### config.mk
export PLATFORM = sky130hd
export DESIGN_NAME = bi_ctrl
export DESIGN_NICKNAME = d
export VERILOG_FILES = /design/src/rtl/bi_pkg.sv /design/src/rtl/bi_ctrl.sv
export SDC_FILE = /design/constraint.sdc
export NUM_CORES = 1
export LEC_CHECK = 0
export BUFFER_PORTS_ARGS = -buffer_cell sky130_fd_sc_hd__buf_2
export CORE_AREA = 2 2 39 41
export CTS_CLUSTER_DIAMETER = 200
export CTS_CLUSTER_SIZE = 20
export DETAILED_ROUTE_END_ITERATION = 6
export DIE_AREA = 0 0 41 43
export PLACE_DENSITY_LB_ADDON = 0.12
export SLEW_MARGIN = 20
export SYNTH_ARGS = -nofsm -noshare
export SYNTH_HDL_FRONTEND = slang
export SYNTH_SLANG_ARGS = --single-unit
### constraint.sdc
create_clock -name clk -period 2.13 [get_ports clk]
set_input_delay 0.426 -clock clk [delete_from_list [all_inputs] [get_ports clk]]
set_output_delay 0.426 -clock clk [all_outputs]
set_load 0.005 [all_outputs]
### src/rtl/bi_pkg.sv
`timescale 1ns / 1ps
// ----------------------------------------------------------------------------
// Block interleaver package
// Shared types, opcodes, status codes and register indexes of the block
// interleaver.
// ----------------------------------------------------------------------------
package bi_pkg;

	// configuration port
	localparam int CFG_W  = 9;
	localparam int IDX_W  = 2;
	// width of row_count * column_count
	localparam int SIZE_W = 18;

	// register indexes
	localparam logic [IDX_W-1:0] REG_ROWS    = 2'd0;
	localparam logic [IDX_W-1:0] REG_COLS    = 2'd1;
	localparam logic [IDX_W-1:0] REG_REVERSE = 2'd2;

	// opcodes
	localparam logic OP_LOAD = 1'b0;
	localparam logic OP_READ = 1'b1;

	// result status codes
	localparam logic [1:0] STAT_LOADED  = 2'd0;
	localparam logic [1:0] STAT_READ    = 2'd1;
	localparam logic [1:0] STAT_REFUSED = 2'd2;

	// controller states
	typedef enum logic [1:0] {
		ST_IDLE,
		ST_EXEC,
		ST_PUT
	} bi_state_t;

	// controller to datapath commands
	typedef struct packed {
		logic take;   // capture the incoming transaction
		logic exec;   // run the load or read on the store
		logic put;    // move the result into the output register
	} bi_cmd_t;

endpackage

### src/rtl/bi_ctrl.sv
`timescale 1ns / 1ps
// ----------------------------------------------------------------------------
// Block interleaver controller
// Sequences each transaction: capture, store access, result hand-off.
// ----------------------------------------------------------------------------
module bi_ctrl (
	input  logic          clk,
	input  logic          arst_n,
	input  logic          in_valid,
	output logic          in_ready,
	input  logic          out_ready,
	output logic          out_valid,
	output bi_pkg::bi_cmd_t cmd
);
	import bi_pkg::*;

	bi_state_t state_q;
	bi_state_t state_nxt;
	logic      out_valid_q;
	logic      slot_free;

	// output register can take a new result this cycle
	assign slot_free = !out_valid_q || out_ready;

	// next state
	always_comb begin
		state_nxt = state_q;
		case (state_q)
			ST_IDLE: begin
				if (in_valid)
					state_nxt = ST_EXEC;
			end
			ST_EXEC: begin
				state_nxt = ST_PUT;
			end
			ST_PUT: begin
				if (slot_free)
					state_nxt = ST_IDLE;
			end
			default: begin
				state_nxt = ST_IDLE;
			end
		endcase
	end

	// outputs
	always_comb begin
		in_ready = 1'b0;
		cmd      = '0;
		case (state_q)
			ST_IDLE: begin
				in_ready = 1'b1;
				cmd.take = in_valid;
			end
			ST_EXEC: begin
				cmd.exec = 1'b1;
			end
			ST_PUT: begin
				cmd.put = slot_free;
			end
			default: begin
				in_ready = 1'b0;
			end
		endcase
	end

	// state and output valid
	always_ff @(posedge clk or negedge arst_n) begin
		if (!arst_n) begin
			state_q     <= ST_IDLE;
			out_valid_q <= 1'b0;
		end else begin
			state_q <= state_nxt;
			if (cmd.put)
				out_valid_q <= 1'b1;
			else if (out_ready)
				out_valid_q <= 1'b0;
		end
	end

	assign out_valid = out_valid_q;

`ifndef SYNTHESIS
	a_take_to_exec: assert property (@(posedge clk) disable iff (!arst_n)
		(in_valid && in_ready) |=> (state_q == ST_EXEC))
		else $error("accepted transaction not executed");
	a_exec_to_put: assert property (@(posedge clk) disable iff (!arst_n)
		(state_q == ST_EXEC) |=> (state_q == ST_PUT))
		else $error("execute not followed by result hand-off");
	a_put_loads: assert property (@(posedge clk) disable iff (!arst_n)
		cmd.put |=> (out_valid_q && (state_q == ST_IDLE)))
		else $error("result hand-off lost");
	a_put_waits: assert property (@(posedge clk) disable iff (!arst_n)
		((state_q == ST_PUT) && out_valid_q && !out_ready) |=> (state_q == ST_PUT))
		else $error("result overwritten while output stalled");
`endif

endmodule

==> impl_results.html, run 1 <==
<table>
<tr><th>Metric</th><th>Value</th></tr>
<tr><th colspan="2">Timing</th></tr>
<tr><td>Setup repair after global routing missed its margin</td><td>no</td></tr>
<tr><td>Minimum period implied by the final worst setup slack</td><td>1.447 ns</td></tr>
<tr><td>Worst relative slew slack</td><td>91.54%</td></tr>
<tr><td>Skew final</td><td>0.0002293 ns</td></tr>
<tr><td>Final Setup Violations</td><td>0</td></tr>
<tr><td>Hold Worst Slack</td><td>0.4175 ns</td></tr>
<tr><td>Setup TNS Final</td><td>0 ns</td></tr>
<tr><td>Final critical-path share of the clock period</td><td>67.94%</td></tr>
<tr><td>Max-slew violations</td><td>0</td></tr>
<tr><td>Transition at the pin with the smallest max-transition slack</td><td>0.1269 ns</td></tr>
<tr><td>Total count of hold-check failures in the final report</td><td>0</td></tr>
<tr><td>Fmax</td><td>691.0 MHz</td></tr>
<tr><th colspan="2">Clock network</th></tr>
<tr><td>Worst skew pair latency</td><td>0.23 ns</td></tr>
<tr><td>Count of clock tree sinks</td><td>3</td></tr>
<tr><td>Post-cts gate resize count</td><td>0</td></tr>
<tr><td>Clock input transition at the sequential cells of the worst setup and hold paths</td><td>0.04 ns</td></tr>
<tr><td>CTS Buffer Depth</td><td>2</td></tr>
<tr><td>Cts-stage hold buffer count</td><td>1</td></tr>
<tr><td>Root buf cell</td><td>sky130_fd_sc_hd__clkbuf_4</td></tr>
<tr><td>Buffer count from post-CTS setup fixing</td><td>0</td></tr>
<tr><td>Number of CTS-inserted buffers</td><td>3</td></tr>
<tr><td>Level count of the clock H-tree</td><td>1</td></tr>
<tr><td>CTS tree</td><td>built</td></tr>
<tr><th colspan="2">Final layout</th></tr>
<tr><td>Number of fill cells in the layout</td><td>159</td></tr>
<tr><td>Ant. Diodes</td><td>0</td></tr>
<tr><td>Syn-to-layout area delta</td><td>72.64%</td></tr>
<tr><td>Final Instance Count excl. Fillers</td><td>41</td></tr>
<tr><td>Multi-input gate area in the final layout</td><td>57.56 sq um</td></tr>
<tr><td>Most frequent cells in the layout</td><td>sky130_fd_sc_hd__buf_2, sky130_fd_sc_hd__clkbuf_4, sky130_fd_sc_hd__dfrtp_1, sky130_fd_sc_hd__nand2b_1, sky130_fd_sc_hd__and2_1</td></tr>
<tr><td>Fraction of layout instances using a drive strength above 1</td><td>52.00%</td></tr>
<tr><td>Flip-flop and latch area</td><td>75.07 sq um</td></tr>
<tr><td>Final net count</td><td>30</td></tr>
<tr><td>Most frequent standard cell in the layout excluding fill and tap cells</td><td>sky130_fd_sc_hd__buf_2</td></tr>
<tr><th colspan="2">Worst setup path</th></tr>
<tr><td>Path type of the worst setup path</td><td>flip-flop to output pin</td></tr>
<tr><td>Data required time of the worst path</td><td>1.70 ns</td></tr>
<tr><td>CP Max Fanout</td><td>3</td></tr>
<tr><td>Critical path capture point type</td><td>output pin</td></tr>
<tr><td>Startpoint type of the worst setup path</td><td>flip-flop</td></tr>
<tr><td>Data arrival time at the worst-slack endpoint</td><td>1.02 ns</td></tr>
<tr><th colspan="2">Yosys</th></tr>
<tr><td>Number of cells produced by synthesis</td><td>12</td></tr>
<tr><td>Mean instance size in the synthesized netlist</td><td>11.05 sq um</td></tr>
<tr><td>Number of library cell types mapped by synthesis</td><td>8</td></tr>
<tr><td>Synthesized netlist net count</td><td>16</td></tr>
<tr><td>Post-synthesis sequential area ratio</td><td>56.60%</td></tr>
<tr><td>Post-Synthesis Cell Area</td><td>132.6 sq um</td></tr>
<tr><td>Number of warnings reported in the yosys synthesis log</td><td>0</td></tr>
<tr><td>Register bit total from synthesis</td><td>3</td></tr>
<tr><th colspan="2">Floorplan</th></tr>
<tr><td>Core area</td><td>1384 sq um</td></tr>
<tr><td>Row Count</td><td>14</td></tr>
<tr><td>Vertical die dimension</td><td>43 microns</td></tr>
<tr><td>Die Width</td><td>41 microns</td></tr>
<tr><td>Initial Util</td><td>9.584%</td></tr>
<tr><td>Die outline area</td><td>1763 sq um</td></tr>
<tr><td>I/O pin total</td><td>9</td></tr>
<tr><th colspan="2">Global routing</th></tr>
<tr><td>Remaining global-route overflow</td><td>0</td></tr>
<tr><td>All-Layer GR Usage</td><td>5.226%</td></tr>
<tr><td>Via count of the first global-routing pass</td><td>137</td></tr>
<tr><td>Largest net degree at the start of global routing</td><td>4</td></tr>
<tr><td>Initial antenna violation count</td><td>0</td></tr>
<tr><td>Wire length of the first global-routing pass</td><td>517 microns</td></tr>
<tr><th colspan="2">Power</th></tr>
<tr><td>IR Drop Worst-Case VDD</td><td>0.2962 mV</td></tr>
<tr><td>Gate power share</td><td>29.9%</td></tr>
<tr><td>Share of total power in sequential cells</td><td>33.3%</td></tr>
<tr><td>Switching Fraction</td><td>28.59%</td></tr>
<tr><td>Power per Cell Area</td><td>1154 nW/um^2</td></tr>
<tr><td>Internal Pwr Total</td><td>0.0001887 W</td></tr>
<tr><td>Switching power of the nets</td><td>0.00007556 W</td></tr>
<tr><td>Clock group share of total power</td><td>36.8%</td></tr>
<tr><td>Overall power of the completed layout</td><td>0.0002643 W</td></tr>
<tr><td>Leak Pwr</td><td>0.1165 nW</td></tr>
<tr><th colspan="2">Place</th></tr>
<tr><td>Last weighted congestion value of the routability-driven placer</td><td>0.6186</td></tr>
<tr><td>Placed insts</td><td>36</td></tr>
<tr><td>Number of input and output port buffers inserted</td><td>8</td></tr>
<tr><th colspan="2">Routing</th></tr>
<tr><td>Routed wire length per instance</td><td>7.024 microns</td></tr>
<tr><td>Total number of vias</td><td>122</td></tr>
<tr><td>DRC violation count after routing</td><td>0</td></tr>
<tr><td>Detailed-route vias per instance</td><td>2.976</td></tr>
<tr><td>Routed Wire Length</td><td>288 microns</td></tr>
<tr><td>ANT nets after route</td><td>0</td></tr>
<tr><td>Number of optimization iterations in the first detailed-route pass</td><td>1</td></tr>
<tr><td>Number of violations reported at the end of detailed-routing iteration 0</td><td>0</td></tr>
<tr><th colspan="2">Run</th></tr>
<tr><td>Number of violations of the max-capacitance limit</td><td>0</td></tr>
<tr><th colspan="2">Min path</th></tr>
<tr><td>Classification of the worst-slack hold path</td><td>input pin to flip-flop</td></tr>
<tr><th colspan="2">Outcome</th></tr>
<tr><td>Outcome</td><td>completed</td></tr>
</table>
==> synth_stat cells <==
cell | number | area share, %
sky130_fd_sc_hd__nor2b_2 | 1 | 6.6
sky130_fd_sc_hd__nor2_2 | 1 | 4.7
sky130_fd_sc_hd__o21bai_1 | 1 | 5.7
sky130_fd_sc_hd__and2_1 | 2 | 9.4
sky130_fd_sc_hd__nor2b_1 | 1 | 4.7
sky130_fd_sc_hd__nand2_1 | 1 | 2.8
sky130_fd_sc_hd__dfrtp_1 | 3 | 57
sky130_fd_sc_hd__nand2b_1 | 2 | 9.4
==> per-layer routing <==
| metal | wire length, microns | track usage, % | vias to the layer above |
|---|---|---|---|
| met5 | 0 | 0 | - |
| met4 | 0 | 8.000 | 0 |
| met3 | 27 | 3.141 | 0 |
| met2 | 139 | 5.625 | 6 |
| met1 | 121 | 5.161 | 54 |
| li1 | - | - | 62 |
==> final cells by class <==
| class | instances | share of cell area [%] |
|---|---|---|
| Sequential cell | 3 | 32.79 |
| Multi-Input combinational cell | 9 | 25.14 |
| Timing Repair Buffer | 9 | 21.86 |
| Clock buffer | 4 | 11.48 |
| Tap cell | 16 | 8.743 |
==> worst max-delay path, cell delays in order (launching register included) <==
cell,delay (ns)
sky130_fd_sc_hd__dfrtp_1,0.40
sky130_fd_sc_hd__nor2_2,0.15
sky130_fd_sc_hd__and2_1,0.14
sky130_fd_sc_hd__buf_2,0.11
==> power groups by stage <==
stage               logic (W)  registers (W)  clock network [W]
detailed placement  0.0000795      0.0000893                  0
floorplan           0.0000401      0.0000888                  0
finish              0.0000789      0.0000881          0.0000973
global placement    0.0000793      0.0000897                  0
global route        0.0000920      0.0000910           0.000110
CTS                 0.0000818      0.0000885           0.000104
==> cell families (layout without fill, tap and decap cells) <==
logic type | after synthesis | after routing | share of synthesized area, %
buf+inv | 0 | 13 | 0
compound gates | 1 | 1 | 5.662
simple gates | 8 | 8 | 37.74
flops | 3 | 3 | 56.60
==> stage by stage <==
stage          setup slack [ns]  util, %  cell area [sq um]
5_1_grt                  0.5820    16.55              229.0
6_report                 0.6828    16.55              229.0
3_5_place_dp             0.7819    13.92              192.7
2_1_floorplan            0.9987        -              132.6
4_1_cts                  0.6600    16.55              229.0
3_3_place_gp             0.7799    13.92              192.7
==> sequential cells by signal, summed over array words and instances, names as in the netlist <==
signal     cells
state_q        2
out_valid      1
==> final timing paths <==
kind                             from         end  slack (ns)  depth (start not counted)
setup / recovery           state_q[1]      cmd[2]        0.68                          3
hold reg to reg             out_valid   out_valid        0.51                          2
hold / removal               in_valid  state_q[0]        0.42                          2
setup reg to reg           state_q[0]  state_q[1]        1.32                          2
min in group asynchronous      arst_n  state_q[0]        0.52                          2
max in group asynchronous      arst_n  state_q[1]        1.51                          2
Note: power is estimated with default switching activity, not from simulation.
==> inputs of run 2 (changes only) <==
==> constraint.sdc (replaced) <==
create_clock -name clk -period 1.3 [get_ports clk]
set_input_delay 0.26 -clock clk [delete_from_list [all_inputs] [get_ports clk]]
set_output_delay 0.26 -clock clk [all_outputs]
set_load 0.005 [all_outputs]
==> run 2 against run 1 <==
Clock power increased by 68%. Critical path depth unchanged. Global-route usage decreased by 0.30 points. First-iteration DRC count increased by 1. Sequential cell count unchanged. Wire length decreased by 0.69%. Register-to-register slack got worse by 0.83 ns. Design area unchanged. Sequential share of layout area unchanged. Count of clock-buffer cells in the layout unchanged. Critical endpoint unchanged. Combinational power increased by 62%. Highest routed layer is now met4.
==> impl_results.html, run 2 (synthesis gave the netlist of run 1 again) <==
<table>
<tr><th>Metric</th><th>Value</th></tr>
<tr><th colspan="2">Final layout</th></tr>
<tr><td>Final net count</td><td>30 (unchanged)</td></tr>
<tr><td>Max reg flops</td><td>2 (unchanged)</td></tr>
<tr><td>Syn-to-layout area delta</td><td>72.64% (unchanged)</td></tr>
<tr><td>Most frequent standard cell in the layout excluding fill and tap cells</td><td>sky130_fd_sc_hd__buf_2</td></tr>
<tr><td>Fraction of layout instances using a drive strength above 1</td><td>52.00% (unchanged)</td></tr>
<tr><td>Ant. Diodes</td><td>0 (unchanged)</td></tr>
<tr><td>Utilization after layout</td><td>16.55% (unchanged)</td></tr>
<tr><td>Register containing the most flip-flops in the final layout</td><td>state_q</td></tr>
<tr><td>Most frequent cells in the layout</td><td>sky130_fd_sc_hd__buf_2, sky130_fd_sc_hd__clkbuf_4, sky130_fd_sc_hd__dfrtp_1, sky130_fd_sc_hd__nand2b_1, sky130_fd_sc_hd__and2_1</td></tr>
<tr><th colspan="2">Worst setup path</th></tr>
<tr><td>CP max stage delay</td><td>0.40 ns (about the same)</td></tr>
<tr><td>Data arrival time at the worst-slack endpoint</td><td>1.01 ns (about the same)</td></tr>
<tr><td>Critical Path Slowest Stage Cell</td><td>sky130_fd_sc_hd__dfrtp_1</td></tr>
<tr><td>CP Max Fanout</td><td>3 (unchanged)</td></tr>
<tr><td>Cell family with the largest share of critical-path delay</td><td>flip-flops</td></tr>
<tr><td>Data required time of the worst path</td><td>1.04 ns (-0.66 ns)</td></tr>
<tr><td>Path type of the worst setup path</td><td>flip-flop to output pin</td></tr>
<tr><td>CP Buf/Inv Count</td><td>1 (unchanged)</td></tr>
<tr><td>Critical path capture point type</td><td>output pin</td></tr>
<tr><td>Startpoint type of the worst setup path</td><td>flip-flop</td></tr>
<tr><td>Critical Path, Cell by Cell</td><td>nor2_2 -&gt; and2_1 -&gt; buf_2</td></tr>
<tr><th colspan="2">Place</th></tr>
<tr><td>HPWL after detailed placement</td><td>224.4 microns</td></tr>
<tr><td>Number of input and output port buffers inserted</td><td>8 (unchanged)</td></tr>
<tr><td>Last weighted congestion value of the routability-driven placer</td><td>0.6366 (+2.9%)</td></tr>
<tr><th colspan="2">Clock network</th></tr>
<tr><td>Number of CTS-inserted buffers</td><td>3 (unchanged)</td></tr>
<tr><td>Clock input transition at the sequential cells of the worst setup and hold paths</td><td>0.04 ns (about the same)</td></tr>
<tr><td>Root buf cell</td><td>sky130_fd_sc_hd__clkbuf_4</td></tr>
<tr><td>Worst skew pair latency</td><td>0.23 ns (about the same)</td></tr>
<tr><td>Post-cts gate resize count</td><td>0 (unchanged)</td></tr>
<tr><td>CTS tree</td><td>built</td></tr>
<tr><td>Count of clock tree sinks</td><td>3 (unchanged)</td></tr>
<tr><td>Level count of the clock H-tree</td><td>1 (unchanged)</td></tr>
<tr><td>CTS Buffer Depth</td><td>2 (unchanged)</td></tr>
<tr><th colspan="2">Run</th></tr>
<tr><td>Number of violations of the max-capacitance limit</td><td>0 (unchanged)</td></tr>
<tr><th colspan="2">Timing</th></tr>
<tr><td>Fmax</td><td>790.1 MHz</td></tr>
<tr><td>Skew final</td><td>0.0003093 ns (+0.00007995 ns)</td></tr>
<tr><td>Max-slew violations</td><td>0 (unchanged)</td></tr>
<tr><td>Transition at the pin with the smallest max-transition slack</td><td>0.1312 ns (+0.004322 ns)</td></tr>
<tr><td>Total count of hold-check failures in the final report</td><td>0 (unchanged)</td></tr>
<tr><td>Worst relative slew slack</td><td>91.24% (-0.31 points)</td></tr>
<tr><td>Hold Worst Slack</td><td>0.2451 ns (-0.1724 ns)</td></tr>
<tr><td>Final critical-path share of the clock period</td><td>97.36%</td></tr>
<tr><td>Setup repair after global routing missed its margin</td><td>yes</td></tr>
<tr><td>Minimum period implied by the final worst setup slack</td><td>1.266 ns</td></tr>
<tr><td>Final Setup Violations</td><td>0 (unchanged)</td></tr>
<tr><th colspan="2">Power</th></tr>
<tr><td>IR Drop Worst-Case VDD</td><td>0.5136 mV (+73%)</td></tr>
<tr><td>Power per Cell Area</td><td>1897 nW/um^2 (+64%)</td></tr>
<tr><td>Leak Pwr</td><td>0.1165 nW (unchanged)</td></tr>
<tr><th colspan="2">Outcome</th></tr>
<tr><td>Outcome</td><td>completed</td></tr>
<tr><th colspan="2">Global routing</th></tr>
<tr><td>Initial antenna violation count</td><td>0 (unchanged)</td></tr>
<tr><td>Remaining global-route overflow</td><td>0 (unchanged)</td></tr>
<tr><td>Wire length of the first global-routing pass</td><td>496 microns (-4.1%)</td></tr>
<tr><td>Largest net degree at the start of global routing</td><td>4 (unchanged)</td></tr>
<tr><td>Via count of the first global-routing pass</td><td>125 (-8.8%)</td></tr>
<tr><td>All-Layer GR Usage</td><td>4.925% (-0.30 points)</td></tr>
<tr><th colspan="2">Routing</th></tr>
<tr><td>Routed Wire Length</td><td>286 microns (-0.69%)</td></tr>
<tr><td>Routed wire length per instance</td><td>6.976 microns (-0.69%)</td></tr>
<tr><td>Number of optimization iterations in the first detailed-route pass</td><td>2 (+1)</td></tr>
<tr><td>Number of violations reported at the end of detailed-routing iteration 0</td><td>1 (+1)</td></tr>
<tr><td>ANT nets after route</td><td>0 (unchanged)</td></tr>
<tr><td>Detailed-route vias per instance</td><td>3.049 (+2.5%)</td></tr>
<tr><td>Total number of vias</td><td>125 (+2.5%)</td></tr>
<tr><td>DRC violation count after routing</td><td>0 (unchanged)</td></tr>
<tr><th colspan="2">Floorplan</th></tr>
<tr><td>I/O pin total</td><td>9 (unchanged)</td></tr>
<tr><td>Die outline area</td><td>1763 sq um (unchanged)</td></tr>
<tr><td>Initial Util</td><td>9.584% (unchanged)</td></tr>
<tr><td>Core area</td><td>1384 sq um (unchanged)</td></tr>
<tr><td>Vertical die dimension</td><td>43 microns (unchanged)</td></tr>
<tr><td>Row Count</td><td>14 (unchanged)</td></tr>
<tr><td>Die Width</td><td>41 microns (unchanged)</td></tr>
<tr><th colspan="2">Min path</th></tr>
<tr><td>Classification of the worst-slack hold path</td><td>input pin to flip-flop</td></tr>
</table>
run 2: cell counts in the layout (fill, tap and decap cells not counted):
No cell type changed its count.
run 2: final timing paths:
path	end	slack (ns)	depth (start not counted)	from
max	cmd[2]	0.03	3	state_q[1]
min	state_q[0]	0.25	2	in_valid
max reg2reg	state_q[1]	0.49	2	state_q[0]
min reg2reg	out_valid	0.50	2	out_valid
max in group asynchronous	state_q[1]	0.85	2	arst_n
min in group asynchronous	state_q[0]	0.35	2	arst_n
run 2: metrics by stage:
stage | setup slack (ns) | std cells | setup TNS, ns | instance area, sq um | power (W)
2_1_floorplan | 0.3673 | 12 | 0 | 132.6 | 0.0002113
3_3_place_gp | 0.2696 | 36 | 0 | 192.7 | 0.0002766
3_5_place_dp | 0.2661 | 36 | 0 | 192.7 | 0.0002756
4_1_cts | 0.003938 | 41 | 0 | 229.0 | 0.0004530
5_1_grt | -0.04993 | 41 | -0.09636 | 229.0 | 0.0004847
6_report | 0.03438 | 41 | 0 | 229.0 | 0.0004344
run 2: timing repair:
item,in CTS,in global routing
buffers inserted,0,0
hold buffers,1,0
endpoints found under the setup margin,0,2
hold endpoints to repair,3,0
run 2: metal layers:
| metal | wire [microns] | track usage, % | up-vias |
|---|---|---|---|
| met5 | 0 | 0 | - |
| met4 | 12 | 8.000 | 0 |
| met3 | 39 | 3.665 | 2 |
| met2 | 120 | 5.313 | 8 |
| met1 | 113 | 4.194 | 52 |
| li1 | - | - | 63 |
run 2: area by class of cell:
type                    instances  area (sq um)
flip-flops and latches          3         75.07
fillers                       156          1155
well taps                      16         20.02
repair buffers                  9         50.05
clock buffers                   4         26.28
multi-input cells               9         57.56
run 2: power by group:
group	leakage, nW	total [W]	switching [W]	internal, W
Sequential	0.0384	0.000143	0.0000198	0.000124
Clock	0.0150	0.000163	0.0000481	0.000115
Combinational	0.0630	0.000128	0.0000571	0.0000708
Total	0.116	0.000434	0.000125	0.000309
